### src/sv/ilru_pkg.sv
// Shared constants and types for the indexed LRU list.
package ilru_pkg;

	// Width of the entry index field on the stream ports.
	localparam int ENTRY_W = 10;
	// Highest number of pool positions that the entry index field can reach.
	localparam int ENTRY_SPAN = 1 << ENTRY_W;
	localparam int OP_W = 3;

	// Operation codes.
	localparam logic [OP_W-1:0] OP_ADD_HEAD  = 3'd0;
	localparam logic [OP_W-1:0] OP_ADD_TAIL  = 3'd1;
	localparam logic [OP_W-1:0] OP_MOVE_HEAD = 3'd2;
	localparam logic [OP_W-1:0] OP_MOVE_TAIL = 3'd3;
	localparam logic [OP_W-1:0] OP_REMOVE    = 3'd4;

	// Result of one operation, handed from the controller to the output stage.
	typedef struct packed {
		logic               done_res;
		logic               list_empty;
		logic [ENTRY_W-1:0] head_index;
		logic [ENTRY_W-1:0] tail_index;
	} res_t;

endpackage

### src/sv/ilru_ctrl.sv
// Sequencer for the LRU list: clearing sweep, link read, guard check and link writes.
module ilru_ctrl
	import ilru_pkg::*;
#(
	parameter int POOL_ENTRIES = 1024,
	parameter int DEPTH        = 1024,
	parameter int LW           = 10
) (
	input  logic               clk,
	input  logic               arst_n,
	input  logic               in_valid,
	output logic               in_ready,
	input  logic [OP_W-1:0]    in_op,
	input  logic [ENTRY_W-1:0] in_entry,
	output logic               res_valid,
	input  logic               res_ready,
	output res_t               res,
	output logic               prev_we,
	output logic [LW-1:0]      prev_addr,
	output logic [LW-1:0]      prev_wdata,
	input  logic [LW-1:0]      prev_rdata,
	output logic               next_we,
	output logic [LW-1:0]      next_addr,
	output logic [LW-1:0]      next_wdata,
	input  logic [LW-1:0]      next_rdata
);

	typedef enum logic [2:0] {
		ST_CLEAR,
		ST_IDLE,
		ST_EVAL,
		ST_WRITE,
		ST_RESP
	} state_t;

	state_t          state_q;
	logic [LW-1:0]   clr_q;
	logic [OP_W-1:0] op_q;
	logic [LW-1:0]   e_q;
	logic            in_range_q;
	logic [LW-1:0]   head_q;
	logic [LW-1:0]   tail_q;
	logic [1:0]      step_q;
	logic [1:0]      last_q;
	logic [LW-1:0]   pa_q [4];
	logic [LW-1:0]   pd_q [4];
	logic [LW-1:0]   na_q [4];
	logic [LW-1:0]   nd_q [4];
	res_t            res_q;

	logic [LW-1:0]   pa_d [4];
	logic [LW-1:0]   pd_d [4];
	logic [LW-1:0]   na_d [4];
	logic [LW-1:0]   nd_d [4];
	logic [1:0]      last_d;
	logic            ok;
	logic            e_nz;
	logic            is_self;
	logic            move_ok;
	logic [LW-1:0]   p;
	logic [LW-1:0]   n;
	logic [LW-1:0]   head_d;
	logic [LW-1:0]   tail_d;
	logic            in_range;
	res_t            res_now;

	assign in_ready = (state_q == ST_IDLE);
	assign in_range = (32'(in_entry) < 32'(POOL_ENTRIES));
	assign p        = prev_rdata;
	assign n        = next_rdata;
	assign e_nz     = (e_q != '0);
	assign is_self  = (n == e_q) && (p == e_q);
	assign move_ok  = e_nz && (n != e_q) && (p != e_q) && (n != p);

	// Guard check and write plan; each store gets its writes in the order of the
	// link updates, so aliased addresses end with the last written value.
	always_comb begin
		ok     = 1'b0;
		last_d = 2'd1;
		for (int i = 0; i < 4; i++) begin
			pa_d[i] = '0;
			pd_d[i] = '0;
			na_d[i] = '0;
			nd_d[i] = '0;
		end
		unique case (op_q)
			OP_ADD_HEAD: begin
				ok = e_nz && (p != '0) && is_self;
				pa_d[0] = head_q; pd_d[0] = e_q;
				pa_d[1] = e_q;    pd_d[1] = '0;
				na_d[0] = e_q;    nd_d[0] = head_q;
				na_d[1] = '0;     nd_d[1] = e_q;
			end
			OP_ADD_TAIL: begin
				ok = e_nz && (n != '0) && is_self;
				pa_d[0] = '0;     pd_d[0] = e_q;
				pa_d[1] = e_q;    pd_d[1] = tail_q;
				na_d[0] = e_q;    nd_d[0] = '0;
				na_d[1] = tail_q; nd_d[1] = e_q;
			end
			OP_MOVE_HEAD: begin
				ok = move_ok && (p != '0);
				last_d = 2'd3;
				pa_d[0] = n;      pd_d[0] = p;
				pa_d[1] = e_q;    pd_d[1] = e_q;
				pa_d[2] = head_q; pd_d[2] = e_q;
				pa_d[3] = e_q;    pd_d[3] = '0;
				na_d[0] = p;      nd_d[0] = n;
				na_d[1] = e_q;    nd_d[1] = e_q;
				na_d[2] = e_q;    nd_d[2] = head_q;
				na_d[3] = '0;     nd_d[3] = e_q;
			end
			OP_MOVE_TAIL: begin
				ok = move_ok && (n != '0);
				last_d = 2'd3;
				pa_d[0] = n;      pd_d[0] = p;
				pa_d[1] = e_q;    pd_d[1] = e_q;
				pa_d[2] = '0;     pd_d[2] = e_q;
				pa_d[3] = e_q;    pd_d[3] = tail_q;
				na_d[0] = p;      nd_d[0] = n;
				na_d[1] = e_q;    nd_d[1] = e_q;
				na_d[2] = e_q;    nd_d[2] = '0;
				na_d[3] = tail_q; nd_d[3] = e_q;
			end
			OP_REMOVE: begin
				ok = e_nz && (n != e_q) && (p != e_q);
				pa_d[0] = n;      pd_d[0] = p;
				pa_d[1] = e_q;    pd_d[1] = e_q;
				na_d[0] = p;      nd_d[0] = n;
				na_d[1] = e_q;    nd_d[1] = e_q;
			end
			default: begin
				ok = 1'b0;
			end
		endcase
		ok = ok && in_range_q;
	end

	// Memory port selection.
	always_comb begin
		prev_we    = 1'b0;
		next_we    = 1'b0;
		prev_addr  = in_entry[LW-1:0];
		next_addr  = in_entry[LW-1:0];
		prev_wdata = pd_q[step_q];
		next_wdata = nd_q[step_q];
		unique case (state_q)
			ST_CLEAR: begin
				prev_we    = 1'b1;
				next_we    = 1'b1;
				prev_addr  = clr_q;
				next_addr  = clr_q;
				prev_wdata = clr_q;
				next_wdata = clr_q;
			end
			ST_WRITE: begin
				prev_we   = 1'b1;
				next_we   = 1'b1;
				prev_addr = pa_q[step_q];
				next_addr = na_q[step_q];
			end
			default: begin
				prev_we = 1'b0;
			end
		endcase
	end

	// Root links after this cycle's writes.
	assign head_d = (next_we && (next_addr == '0)) ? next_wdata : head_q;
	assign tail_d = (prev_we && (prev_addr == '0)) ? prev_wdata : tail_q;

	assign res_now.done_res   = (state_q == ST_WRITE);
	assign res_now.list_empty = (head_d == '0);
	assign res_now.head_index = ENTRY_W'(head_d);
	assign res_now.tail_index = ENTRY_W'(tail_d);

	assign res_valid = (state_q == ST_RESP) || ((state_q == ST_EVAL) && !ok) ||
		((state_q == ST_WRITE) && (step_q == last_q));
	assign res = (state_q == ST_RESP) ? res_q : res_now;

	always_ff @(posedge clk or negedge arst_n) begin
		if (!arst_n) begin
			state_q    <= ST_CLEAR;
			clr_q      <= '0;
			head_q     <= '0;
			tail_q     <= '0;
			step_q     <= '0;
			last_q     <= '0;
			op_q       <= '0;
			e_q        <= '0;
			in_range_q <= 1'b0;
		end else begin
			head_q <= head_d;
			tail_q <= tail_d;
			unique case (state_q)
				ST_CLEAR: begin
					clr_q <= clr_q + 1'b1;
					if (clr_q == LW'(DEPTH - 1)) begin
						state_q <= ST_IDLE;
					end
				end
				ST_IDLE: begin
					if (in_valid) begin
						op_q       <= in_op;
						e_q        <= in_entry[LW-1:0];
						in_range_q <= in_range;
						state_q    <= ST_EVAL;
					end
				end
				ST_EVAL: begin
					if (ok) begin
						pa_q    <= pa_d;
						pd_q    <= pd_d;
						na_q    <= na_d;
						nd_q    <= nd_d;
						last_q  <= last_d;
						step_q  <= '0;
						state_q <= ST_WRITE;
					end else if (res_ready) begin
						state_q <= ST_IDLE;
					end else begin
						res_q   <= res_now;
						state_q <= ST_RESP;
					end
				end
				ST_WRITE: begin
					if (step_q == last_q) begin
						if (res_ready) begin
							state_q <= ST_IDLE;
						end else begin
							res_q   <= res_now;
							state_q <= ST_RESP;
						end
					end else begin
						step_q <= step_q + 1'b1;
					end
				end
				ST_RESP: begin
					if (res_ready) begin
						state_q <= ST_IDLE;
					end
				end
				default: begin
					state_q <= ST_IDLE;
				end
			endcase
		end
	end

`ifndef SYNTHESIS
	a_accept_to_eval: assert property (@(posedge clk) disable iff (!arst_n)
		(in_valid && in_ready) |=> (state_q == ST_EVAL))
		else $error("accepted beat did not start evaluation");

	a_no_write_idle: assert property (@(posedge clk) disable iff (!arst_n)
		(state_q == ST_IDLE || state_q == ST_EVAL || state_q == ST_RESP) |-> !(prev_we || next_we))
		else $error("link write outside clear or write phase");

	a_step_bound: assert property (@(posedge clk) disable iff (!arst_n)
		(state_q == ST_WRITE) |-> (step_q <= last_q))
		else $error("write step ran past its plan");

	a_handoff_idle: assert property (@(posedge clk) disable iff (!arst_n)
		(res_valid && res_ready) |=> (state_q == ST_IDLE))
		else $error("result handed off but sequencer not idle");

	a_root_consistent: assert property (@(posedge clk) disable iff (!arst_n)
		(state_q == ST_IDLE) |-> ((head_q == '0) == (tail_q == '0)))
		else $error("root head and tail links disagree on emptiness");
`endif

endmodule

### config.mk
export PLATFORM = sky130hd
export DESIGN_NAME = ilru_ctrl
export DESIGN_NICKNAME = d
export VERILOG_FILES = /design/src/sv/ilru_pkg.sv /design/src/sv/ilru_ctrl.sv
export SDC_FILE = /design/constraint.sdc
export NUM_CORES = 1
export LEC_CHECK = 0
export ABC_AREA = 1
export BUFFER_PORTS_ARGS = -buffer_cell sky130_fd_sc_hd__buf_2
export CAP_MARGIN = 10
export CELL_PAD_IN_SITES_DETAIL_PLACEMENT = 1
export CELL_PAD_IN_SITES_GLOBAL_PLACEMENT = 2
export CORE_ASPECT_RATIO = 0.9
export CORE_UTILIZATION = 32
export CTS_CLUSTER_SIZE = 25
export DETAILED_ROUTE_END_ITERATION = 7
export GPL_TIMING_DRIVEN = 0
export PLACE_DENSITY = 0.86
export SKIP_CTS_REPAIR_TIMING = 1
export SLEW_MARGIN = 10
export SYNTH_ARGS = -nofsm -noshare
export SYNTH_HDL_FRONTEND = slang
export SYNTH_SLANG_ARGS = --single-unit
### constraint.sdc
create_clock -name clk -period 4.68 [get_ports clk]
set_input_delay 0.468 -clock clk [delete_from_list [all_inputs] [get_ports clk]]
set_output_delay 0.468 -clock clk [all_outputs]
set_load 0.02 [all_outputs]
-- Yosys cells after proc, flatten, opt, wreduce, memory -nomap -nowiden
Cells that the tools add are included.
- output and inout bits: 66
- bits in registers: 153
- logic and storage cells: 120
- bitwise logic cells: 1
- $add $sub $neg: 2
- reduce and logical (&&, ||, !) cells: 36
- equal/unequal tests: 24
- multiplexer cells: 35
- order comparisons: 1
- operators with widths (kind ; number):
    $pmux W20 S3 ; 2
    $mux W22 ; 5
    $mux W10 ; 8
    $pmux W20 S2 ; 2
    $pmux W22 S2 ; 1
    $bmux W10 S2 ; 2
    $pmux W10 S2 ; 2
    $logic_not A10 Y1 ; 3
    $ne A10 B10 Y1 ; 3
    $reduce_bool A10 Y1 ; 3
    $eq A10 B10 Y1 ; 2
    $mux W3 ; 6
    $ne A2 B2 Y1 const B ; 8
    $logic_and A1 B1 Y1 ; 15
    $pmux W3 S5 ; 1
    $eq A3 B2 Y1 const B ; 4
    $add A10 B1 Y10 const B ; 1
    $eq A10 B10 Y1 const B ; 1
    $eq A3 B1 Y1 const B ; 2
    $eq A3 B3 Y1 const B ; 2
    $logic_not A3 Y1 ; 2
    $mux W2 ; 3
    $reduce_and A3 Y1 ; 2
    $reduce_and A6 Y1 ; 1
    15 further kinds ; 18

-- Logic depth before layout (Yosys ltp)
Gate-level depths: netlist of the first run.
- word-level depth: 12
- depth in mapped cells: 18
- mapped depth without buffers: 16

-- Least setup slack after synthesis of the first run
Ideal clock, no wire load.
- kind: register -> register
- start point: reg op_q[2]
- end point: reg na_q[0] (netlist bit) (enable)
- stages on the path, launching flop included: 10
- clock period less this slack: 4.865 ns
- slack: -0.185 ns
- data arrival time: 4.366 ns
- cell sequence: dfrtp_1 -> nor2_1 -> clkinv_1 -> nor2_1 -> inv_1 -> nand2_1 -> nand4_1 -> nand2_1 -> nand3_1 -> nor2_1
- cells in the longest elaborated chain, start to end: 4
- elaborated cells between the ends (all ways): 8
- classes of those cells: eq/ne: 4; mux: 1; reduce/logical: 3
- ends and longest elaborated chain (what ; line ; RTL):
    start, declared ; ilru_ctrl.sv:38 ; logic [OP_W-1:0] op_q;
    start signal, assigned ; ilru_ctrl.sv:204 ; op_q <= in_op;
    $eq A3 B3 Y1, or another cell as far along ; ilru_ctrl.sv:86 ; unique case (op_q)
    $pmux W1 S5 * ; ilru_ctrl.sv:86 ;
    $logic_and A1 B1 Y1 * ; ilru_ctrl.sv:136 ; ok = ok && in_range_q;
    $reduce_and A3 Y1 (no line) * ; n/a ;
    end signal, assigned ; ilru_ctrl.sv:214 ; na_q <= na_d;
    end, declared ; ilru_ctrl.sv:47 ; logic [LW-1:0] na_q [4];
Every way passes the cells marked *; elsewhere a longest branch is shown, timed or not.
A chain may end at the register's enable or synchronous reset.

==> impl_metrics.tcl, run 1 <==
set metrics [dict create \
    clockBufferDepth 2 \
    syn-instance-count 905 \
    regArea_sq_um 4040 \
    synthSimpleGateAreaFrac_pct 28.7 \
    final_cell_mix "208 x nand2_1, 134 x nor2_1, 111 x buf_2" \
    synth_area_sq_um 7800 \
    status "finished with violations" \
    placed_area_sq_um 8760 \
    die_area_sq_um 25000 \
    maxCapViolations 0 \
    drt-total-wl_um 29000 \
    tightest_slew_ps 788 \
    gp_congestion 0.861 \
    cts_tree "built" \
    synthAdderAreaFrac_pct 0.160 \
    drcViolationCount 4 \
    area_growth_syn_to_layout_pct 20.6 \
    synth_cell_type_count 43 \
    dp.cells 1312 \
    syn_nets 943 \
    cp_num_buf_inv 3 \
    fin_cells 1344 \
    cp-start-kind "flip-flop" \
    multi_input_area_sq_um 3170 \
    rsz0062_at_grt "false" \
    portBuffers 102 \
    final_nets 1067 \
    hold_path.class "primary input to async pin" \
    synth-compound-area-share_pct 8.94 \
    start_util_pct 33.0 \
    n_antenna_cell 0 \
    max_slew_margin_pct 47.4 \
    critical-path-top-delay-family "simple AND/OR/NAND/NOR gates" \
    critPathMaxStageDelay_ps 390 \
    coreArea_sq_um 23600 \
    endpoint_kind "primary output" \
    grt-busiest-layer "met2" \
    cp.arrival_ps 3190 \
    grt_pass1_wl_um 43400 \
    synth_top_family_by_area "simple AND/OR/NAND/NOR gates" \
    power_per_cell_area_nw_per_um2 696 \
    fin_util_pct 39.9 \
    cts_num_sinks 143 \
    slowest_stage "dfrtp_1" \
    grt_max_degree 54 \
    fillers 2836 \
    ys_warn_count 0 \
    rows 53 \
    crit_fanout 10 \
    ys_ff_latch 143 \
    h-tree-depth 4 \
    met3_usage_pct 4.05 \
    fmax_mhz 274 \
    drtIter0Drc 557 \
    yosysSeqAreaShare_pct 51.8 \
    fin_crit_sh_pct 78.1 \
    clockRootBuffer "clkbuf_16" \
    via_per_inst 5.19 \
    fin_area_sq_um 9410 \
    clk_pin_slew_ps 60 \
    grt_pass1_vias 7151 \
    skew_ps 10.3 \
    fp.dieH_um 150 \
    muxShareOfSynthArea_pct 0.144 \
    hold_viol 0 \
    violations "DRC" \
    overflow 0 \
    die_w_um 167 \
    worstPathRequired_ps 4210 \
    avgSynthCellArea_sq_um 8.62 \
    use_met2_pct 39.4 \
    whs_ps 73.8 \
    wl_per_cell_um 21.6 \
    ant_nets 0 \
    slew_violations 0 \
    ir_worst_vdd_v 0.000254 \
    dr_total_vias 6978 \
    power.leakage_nw 4.24 \
    drive_above_1_share_pct 21.6 \
    crit_type "flip-flop to primary output" \
    finalCriticalPeriod_ps 3660 \
    met1_usage_pct 31.9 \
    antenna_found_initial 0 \
    setup_viol 0 \
    cts_buffers 17 \
    layout_commonest_cell "nand2_1" \
    clk_latency_ps 440 \
    crit_chain "buf_2 -> buf_2 -> o21ai_0 -> o22a_1 -> nor2_1 -> nor2_1 -> nand2_1 -> nor3b_2 -> nand2_1 -> nand2_1 -> a31oi_1 -> buf_2" \
    grt_usage_pct 24.0 \
    place_hpwl_um 22500 \
    pin_count 103 \
    synthXorXnorAreaFrac_pct 2.58 \
    drt_first_pass_iters 7 \
]
[state kept, by name, indices dropped and copies added (netlist names)]
register    count
clr_q          10
e_q            10
head_q         10
in_range_q      1
last_q          2
na_q           40
nd_q           30
op_q            3
res_q          22
state_q         3
step_q          2
tail_q         10
[worst register-to-register path, stage by stage, from the launching register on]
cell      delay (ps)
dfrtp_1          420
nor2_1           330
clkinv_1         350
nor2_1           170
inv_1             80
nand2_1           70
nand4_1           90
nand2_1          150
nand3_1          280
nor2_4           540
buf_16           250
buf_12           230
[per-stage QoR]
stage | TNS [ps] | total power [mW] | setup slack [ps]
final | 0 | 6.55 | 1020
after global routing | 0 | 6.88 | 864
after CTS | 0 | 6.54 | 1060
after detailed placement | 0 | 5.03 | 1420
after global placement | -17510 | 4.95 | -256
after floorplan | 0 | 3.86 | 986
[power by group]
group | internal, mW | switching (mW)
registers | 1.68 | 0.176
logic | 0.887 | 2.30
clock network | 0.941 | 0.559
total | 3.51 | 3.04
[kinds of logic after synthesis]
| kind of cell | after synthesis |
|---|---|
| and+or+nand+nor | 483 |
| adders and majority gates | 1 |
| xor gates and xnor gates | 23 |
| AOI/OAI and AO/OA | 122 |
| buffers and inverters | 132 |
| DFF | 143 |
| muxes | 1 |
[final cells by class]
type	count	share of cell area (%)
clock buffer	20	4.97
sequential	143	42.9
inverter	98	3.94
buffer	34	2.46
multi-input combinational	630	33.7
clock inverter	12	1.90
timing repair buffer	105	6.12
tap	302	4.02
[final timing paths]
kind / start / slack, ps / cells after the start / endpoint
min in group clk: in_op[2] / 270 / 2 / op_q[2]$_DFFE_PN0P_
max: step_q[1]$_DFFE_PN0P_ / 1020 / 12 / res[1]
min reg2reg: last_q[0]$_DFFE_PN0P_ / 490 / 2 / last_q[0]$_DFFE_PN0P_
max reg2reg: op_q[2]$_DFFE_PN0P_ / 1420 / 11 / na_q[34]$_DFFE_PP_
max in group asynchronous: arst_n / 4040 / 1 / clr_q[1]$_DFFE_PN0P_
min: arst_n / 70 / 1 / e_q[2]$_DFFE_PN0P_
[Yosys cell counts]
cell       instances  area, sq um
nand2_4            8         90.1
a31oi_1           12         75.1
or2_2              3         18.8
o21bai_1           2         15.0
a32o_1             2         20.0
inv_4              1         6.26
nand3_1           54          270
nand2_2           13         81.3
nand2_1          208          781
o21ai_1            8         40.0
nor2_1           136          510
buf_4              6         45.0
nor3b_2            1         12.5
buf_2             10         50.1
o2111ai_1          1         8.76
nor2_4             4         45.0
a21oi_1           31          155
inv_1             88          330
o21ai_0           40          200
xnor2_1           10         87.6
o22a_1             7         61.3
buf_12             1         20.0
nor2_8             1         20.0
o21ai_2            1         8.76
inv_2              5         18.8
and3_1             1         6.26
edfxtp_1          92         2760
nand3_2           14          140
o22ai_1           18          113
xor2_1            13          114
nor3_1             4         20.0
nor2_2            10         62.6
nand3b_1           2         15.0
ha_1               1         12.5
clkbuf_1          10         37.5
buf_6              7         78.8
mux2_2             1         11.3
clkinv_1           4         15.0
nand4_1           13         81.3
dfrtp_1           51         1280
nand3_4            1         17.5
nor3b_1            1         7.51
nor4_1             9         56.3
[metal layers]
metal  wire length (um)  vias up
met4                694        0
met2              13700      179
li1                   -     3257
met1              13200     3502
met3               1350       40
met5                  0        -
(Power assumes the default switching activity.)
==> run 2: changes to the inputs <==
--- a/config.mk
+++ b/config.mk
@@ -5,13 +5,13 @@
 export SDC_FILE = /design/constraint.sdc
 export NUM_CORES = 1
 export LEC_CHECK = 0
-export ABC_AREA = 1
+export ABC_AREA = 0
 export BUFFER_PORTS_ARGS = -buffer_cell sky130_fd_sc_hd__buf_2
 export CAP_MARGIN = 10
 export CELL_PAD_IN_SITES_DETAIL_PLACEMENT = 1
 export CELL_PAD_IN_SITES_GLOBAL_PLACEMENT = 2
 export CORE_ASPECT_RATIO = 0.9
-export CORE_UTILIZATION = 32
+export CORE_UTILIZATION = 35
 export CTS_CLUSTER_SIZE = 25
 export DETAILED_ROUTE_END_ITERATION = 7
 export GPL_TIMING_DRIVEN = 0
==> constraint.sdc (replaced) <==
create_clock -name clk -period 3.31 [get_ports clk]
set_input_delay 0.331 -clock clk [delete_from_list [all_inputs] [get_ports clk]]
set_output_delay 0.331 -clock clk [all_outputs]
set_load 0.02 [all_outputs]
==> run 2 against run 1 <==
Effect of this change:
- the run ends with hold timing, setup timing left
- first-iteration DRC count rose by 24%
- critical path depth fell by 2
- cell count fell by 15%
- clock skew rose by 1.4 ps
- synthesized cell count fell by 23%
- core utilization rose by 6.0 points
- via count fell by 4.3%
- combinational power rose by 79%
- largest cell class unchanged
==> impl_metrics.tcl, run 2 <==
set metrics [dict create \
    crit_chain "buf_8 -> mux4_2 -> or4_4 -> o41ai_4 -> nand4_1 -> buf_6 -> buf_12 -> mux2_4 -> mux2_4 -> buf_6" \
    ys_warn_count 0 \
    placed_area_sq_um 8880 \
    synth_area_sq_um 7920 \
    crit_fanout 10 \
    synth-edff-count 92 \
    grt_usage_pct 24.7 \
    coreArea_sq_um 21900 \
    drt_first_pass_iters 5 \
    cts_tree "built" \
    worstPathRequired_ps 2980 \
    gp_congestion 0.891 \
    cts_buffers 17 \
    grt-busiest-layer "met2" \
    r2r_slack_ps 120 \
    r2r-start "e_q[2]$_DFFE_PN0P_" \
    endpoint_kind "primary output" \
    ff2ff_path_depth 6 \
    met1_usage_pct 34.0 \
    ys_top_cells_by_count "109 x nand2_1, 92 x edfxtp_1, 51 x dfrtp_1" \
    setup.worst_path.end "res[15]" \
    hold_viol 51 \
    setup_viol 21 \
    reg2reg_to "res_q[19]$_DFFE_PP_" \
    netlist_top_cells_area "edfxtp_1 35%, dfrtp_1 16%, mux4_2 5.4%" \
    ys_ff_latch 143 \
    critical-path-top-delay-family "multiplexers" \
    critPathMaxStageDelay_ps 580 \
    maxCapViolations 0 \
    portBuffers 102 \
    use_met2_pct 39.4 \
    hold_path.class "primary input to async pin" \
    top_regs "na_q (40), nd_q (30), res_q (22)" \
    syn-instance-count 699 \
    grt_pass1_wl_um 41600 \
    synth_most_common_cell "nand2_1" \
    synth_cell_type_count 52 \
    cp-start-kind "flip-flop" \
    startpoint "step_q[0]$_DFFE_PN0P_" \
    skew_ps 11.7 \
    setup_slack_ps -670 \
    drive_above_1_share_pct 33.6 \
    multi_input_area_sq_um 3850 \
    h-tree-depth 4 \
    slew_violations 0 \
    yosysSeqAreaShare_pct 51.0 \
    dr_total_vias 6677 \
    fin_area_sq_um 10000 \
    fp.dieH_um 145 \
    n_antenna_cell 0 \
    yosysTopAreaCell "edfxtp_1" \
    largest_register "na_q" \
    synthDominantCellAreaShare_pct 34.9 \
    fmax_mhz 251 \
    power_per_cell_area_nw_per_um2 1050 \
    pin_count 103 \
    switching_share_pct 46.3 \
    antenna_found_initial 1 \
    drt-total-wl_um 29500 \
    overflow 0 \
    clockRootBuffer "clkbuf_16" \
    fin_cells 1147 \
    fin_crit_sh_pct 120 \
    power.leakage_nw 4.28 \
    layout_commonest_cell "nand2_1" \
    dp.cells 1095 \
    die_w_um 161 \
    slowest_stage "or4_4" \
    syn_nets 737 \
    power_mw 10.6 \
    clk_pin_slew_ps 70 \
    drcViolationCount 0 \
    area_growth_syn_to_layout_pct 26.7 \
    finalCriticalPeriod_ps 3980 \
    regArea_sq_um 4040 \
    grt_pass1_vias 6476 \
    cp_num_buf_inv 4 \
    wl_per_cell_um 25.7 \
    ant_nets 0 \
    final_cell_mix "105 x nand2_1, 92 x edfxtp_1, 85 x buf_2" \
    tightest_slew_ps 961 \
    rows 51 \
    whs_ps -68.0 \
    avgSynthCellArea_sq_um 11.3 \
    final_nets 881 \
    crit_type "flip-flop to primary output" \
    seqPwrFrac_pct 27.8 \
    clockBufferDepth 2 \
    synthArstFlopShare_pct 35.7 \
    violations "hold timing, setup timing" \
    drtIter0Drc 690 \
    cts_num_sinks 143 \
    p_switching_mw 4.89 \
    rsz0062_at_grt "true" \
    final.setup.tns_ps -11900 \
    largest_reg_flops 40 \
    max_slew_margin_pct 35.9 \
    power_frac_comb_pct 54.0 \
    place_hpwl_um 21000 \
    synth_flop_cell "edfxtp_1" \
    status "finished with violations" \
    fillers 2360 \
    clkPwrFrac_pct 18.2 \
    path_depth 10 \
    clk_latency_ps 440 \
    via_per_inst 5.82 \
    die_area_sq_um 23200 \
    grt_max_degree 53 \
    met3_usage_pct 4.99 \
    ir_worst_vdd_v 0.000433 \
    start_util_pct 36.2 \
    cp.arrival_ps 3650 \
    p_int_mw 5.66 \
]
[run 2: cell count changes after synthesis, sizes merged, moves of 14 or more]
cell / before / now
clkbuf: 10 / 39
o22ai: 18 / 1
nor2b: 0 / 22
mux4: 0 / 19
nor2: 151 / 17
a21oi: 31 / 14
mux2: 1 / 56
and3: 1 / 15
inv: 94 / 9
and2: 0 / 34
nand2: 229 / 109
nand3: 69 / 16
[run 2: logic make-up (layout without fill, tap and decap cells)]
family / after synthesis / after routing / synth area share [%]
AOI/OAI and AO/OA: 104 / 104 / 8.91
xor gates and xnor gates: 41 / 41 / 4.53
adders and majority gates: 1 / 1 / 0.158
buffers and inverters: 60 / 216 / 3.14
DFF: 143 / 143 / 51.0
muxes: 88 / 88 / 15.9
and+or+nand+nor: 262 / 263 / 16.4
[run 2: worst min-delay path by stage]
stage | to | cells past startpoint
finish | e_q[4]$_DFFE_PN0P_ | 1
global route | e_q[9]$_DFFE_PN0P_ | 1
CTS | op_q[0]$_DFFE_PN0P_ | 2
detailed placement | in_range_q$_DFFE_PN0P_ | 1
global placement | in_range_q$_DFFE_PN0P_ | 1
floorplan | clr_q[0]$_DFFE_PN0P_ | 0
[run 2: metal layers]
metal	share of wire, %	vias up	routed length, um
li1	-	2852	-
met1	42	3447	12500
met2	48	343	14100
met3	7.7	35	2270
met4	2.1	0	609
met5	0	-	0
[run 2: final cells by class]
class | count | area share [%]
clock buffer | 17 | 4.24
clock inverter | 15 | 1.65
inverter | 9 | 0.374
timing repair buffer | 135 | 9.25
tap | 291 | 3.63
multi-input combinational | 497 | 38.4
sequential | 143 | 40.3
buffer | 40 | 2.19
[run 2: metrics by stage]
| step | setup WS, ps | util [%] |
|---|---|---|
| floorplan | 98.1 | - |
| global placement | -1070 | 40.2 |
| detailed placement | -482 | 40.6 |
| CTS | -971 | 43.3 |
| global route | -744 | 45.9 |
| finish | -670 | 45.9 |
[run 2: worst register-to-register path, stage by stage (launching register included)]
cell and delay [ps]:
dfrtp_1 570, nor4_1 450, a311oi_2 220, o31a_1 160, a41o_1 370, nor4_4 830, buf_6 290
[run 2: power by group through the flow]
stage | clock (mW) | sequential, mW | combinational (mW)
6_report | 1.93 | 2.93 | 5.70
5_1_grt | 2.02 | 2.95 | 6.04
4_1_cts | 1.94 | 2.67 | 5.24
3_5_place_dp | 0 | 2.70 | 5.19
3_3_place_gp | 0 | 2.69 | 5.09
2_1_floorplan | 0 | 2.56 | 3.46
==> run 3: changes to the inputs <==
--- a/config.mk
+++ b/config.mk
@@ -5,17 +5,16 @@
 export SDC_FILE = /design/constraint.sdc
 export NUM_CORES = 1
 export LEC_CHECK = 0
-export ABC_AREA = 0
+export ABC_AREA = 1
 export BUFFER_PORTS_ARGS = -buffer_cell sky130_fd_sc_hd__buf_2
 export CAP_MARGIN = 10
 export CELL_PAD_IN_SITES_DETAIL_PLACEMENT = 1
 export CELL_PAD_IN_SITES_GLOBAL_PLACEMENT = 2
 export CORE_ASPECT_RATIO = 0.9
-export CORE_UTILIZATION = 35
+export CORE_UTILIZATION = 32
 export CTS_CLUSTER_SIZE = 25
 export DETAILED_ROUTE_END_ITERATION = 7
-export GPL_TIMING_DRIVEN = 0
-export PLACE_DENSITY = 0.86
+export PLACE_DENSITY_LB_ADDON = 0.05
 export SKIP_CTS_REPAIR_TIMING = 1
 export SLEW_MARGIN = 10
 export SYNTH_ARGS = -nofsm -noshare
==> run 3 against run 2 <==
Effect of this change:
- the run ends with DRC left
- power down 6.1%
- die area up 7.6%
- worst setup slack better by 760 ps
- sequential share of layout area down 0.59 points
- critical path depth up 8
- combinational power down 8.4%
- wire length about the same
- sequential power down 10%
- maximum frequency up 24%
- global-route usage down 1.5 points
- critical path type unchanged
==> impl_metrics.tcl, run 3 (synthesized netlist as in run 1, its figures left out) <==
set metrics [dict create \
    status "finished with violations" \
    violations "DRC" \
    fin_area_sq_um 10200 \
    final_nets 1114 \
    finalCriticalPeriod_ps 3220 \
    clockBufferDepth 2 \
    place_hpwl_um 21300 \
    clockRootBuffer "clkbuf_16" \
    cp-start-kind "flip-flop" \
    drt-total-wl_um 29500 \
    met1_usage_pct 31.5 \
    clk_pin_slew_ps 60 \
    worstHoldEndpoint "op_q[2]$_DFFE_PN0P_" \
    cts_num_sinks 143 \
    worstPathRequired_ps 2980 \
    clk_latency_ps 430 \
    top_regs "na_q (40), nd_q (30), res_q (22)" \
    start_util_pct 33.0 \
    dr_total_vias 6931 \
    hold_viol 0 \
    h-tree-depth 4 \
    gp_congestion 0.818 \
    met3_usage_pct 3.47 \
    placed_area_sq_um 8880 \
    largest_reg_flops 40 \
    fin_util_pct 43.2 \
    grt-busiest-layer "met2" \
    endpoint_kind "primary output" \
    min_from "in_op[2]" \
    overflow 0 \
    tightest_slew_ps 753 \
    cts_tree "built" \
    reg2reg_to "res_q[19]$_DFFE_PP_" \
    portBuffers 102 \
    rsz0062_at_grt "true" \
    maxCapViolations 0 \
    die_area_sq_um 25000 \
    hold_depth 2 \
    area_growth_syn_to_layout_pct 30.7 \
    grt_pass1_vias 6829 \
    grt_max_degree 45 \
    grt_usage_pct 23.3 \
    final_cell_mix "193 x nand2_1, 125 x nor2_1, 97 x buf_2" \
    r2r_slack_ps 710 \
    die_w_um 167 \
    slew_violations 0 \
    antenna_found_initial 0 \
    fin_crit_sh_pct 97.2 \
    fp.dieH_um 150 \
    hold_path.class "primary input to flip-flop" \
    cp.arrival_ps 2890 \
    ff2ff_path_depth 10 \
    crit_fanout 8 \
    pin_count 103 \
    setup_viol 0 \
    via_per_inst 4.99 \
    use_met2_pct 39.3 \
    ir_worst_vdd_v 0.000354 \
    rows 53 \
    drive_above_1_share_pct 29.7 \
    r2r-start "e_q[3]$_DFFE_PN0P_" \
    skew_ps 11.8 \
    fmax_mhz 311 \
    ant_nets 0 \
    grt_pass1_wl_um 42100 \
    max_slew_margin_pct 49.5 \
    drt_first_pass_iters 6 \
    coreArea_sq_um 23600 \
    power.leakage_nw 4.56 \
    drcViolationCount 4 \
    power_per_cell_area_nw_per_um2 973 \
    drtIter0Drc 402 \
    largest_register "na_q" \
    layout_commonest_cell "nand2_1" \
    wl_per_cell_um 21.2 \
    cts_buffers 17 \
    crit_type "flip-flop to primary output" \
    n_antenna_cell 0 \
]
run 3: worst max-delay path, stage by stage, from the launching register on:
cell and delay, ps:
dfrtp_2 460, inv_2 110, nand2_4 80, nor2_4 280, buf_6 150, nand2_2 70, nand2_2 100, nor2_2 50
nand2_2 110, nor2_8 70, buf_4 150, nand3_4 110, nand2_1 100, o21ai_4 80, nand2_2 90, nor2_4 110
nand4_1 90, nand2_1 120, buf_6 120
run 3: routing by layer:
layer | up-vias | share of wire [%] | routed length, um
met2 | 95 | 48 | 14200
met1 | 3470 | 48 | 14200
met4 | 0 | 1.3 | 382
li1 | 3339 | - | -
met3 | 27 | 2.4 | 721
met5 | - | 0 | 0
run 3: how the worst max path moves through the flow:
stage | from | endpoint | slack, ps | cells after the start
6_report | state_q[0]$_DFFE_PN0P_ | res[20] | 90 | 18
5_1_grt | state_q[0]$_DFFE_PN0P_ | res[20] | -80 | 18
4_1_cts | state_q[2]$_DFFE_PN0P_ | res[3] | -210 | 14
3_5_place_dp | state_q[2]$_DFFE_PN0P_ | res[3] | 270 | 14
3_3_place_gp | state_q[2]$_DFFE_PN0P_ | res[3] | 280 | 14
2_1_floorplan | op_q[2]$_DFFE_PN0P_ | na_q[0]$_DFFE_PP_ | 370 | 9
run 3: power by group:
part,total [mW],switching [mW],leakage [nW],internal (mW)
clock network,2.06,0.790,0.295,1.27
logic,5.22,3.48,2.82,1.74
registers,2.63,0.246,1.44,2.38
run 3: stage by stage:
| stage | TNS (ps) | cells | hold WS [ps] | setup slack (ps) | total power, mW |
|---|---|---|---|---|---|
| 2_1_floorplan | 0 | 905 | 35.4 | 372 | 5.45 |
| 3_3_place_gp | 0 | 1315 | 352 | 276 | 7.14 |
| 3_5_place_dp | 0 | 1315 | 358 | 272 | 7.16 |
| 4_1_cts | -2160 | 1346 | -104 | -210 | 9.25 |
| 5_1_grt | -108 | 1390 | 137 | -79.9 | 10.5 |
| 6_report | 0 | 1390 | 129 | 92.2 | 9.91 |
run 3: final cells by class:
cell class | count | area (sq um)
timing repair inverter | 1 | 6.26
timing repair buffer | 182 | 1310
clock inverter | 8 | 131
fill | 2793 | 13400
tap | 302 | 378
inverter | 98 | 384
sequential | 143 | 4040
multi-input combinational | 633 | 3440
clock buffer | 23 | 489
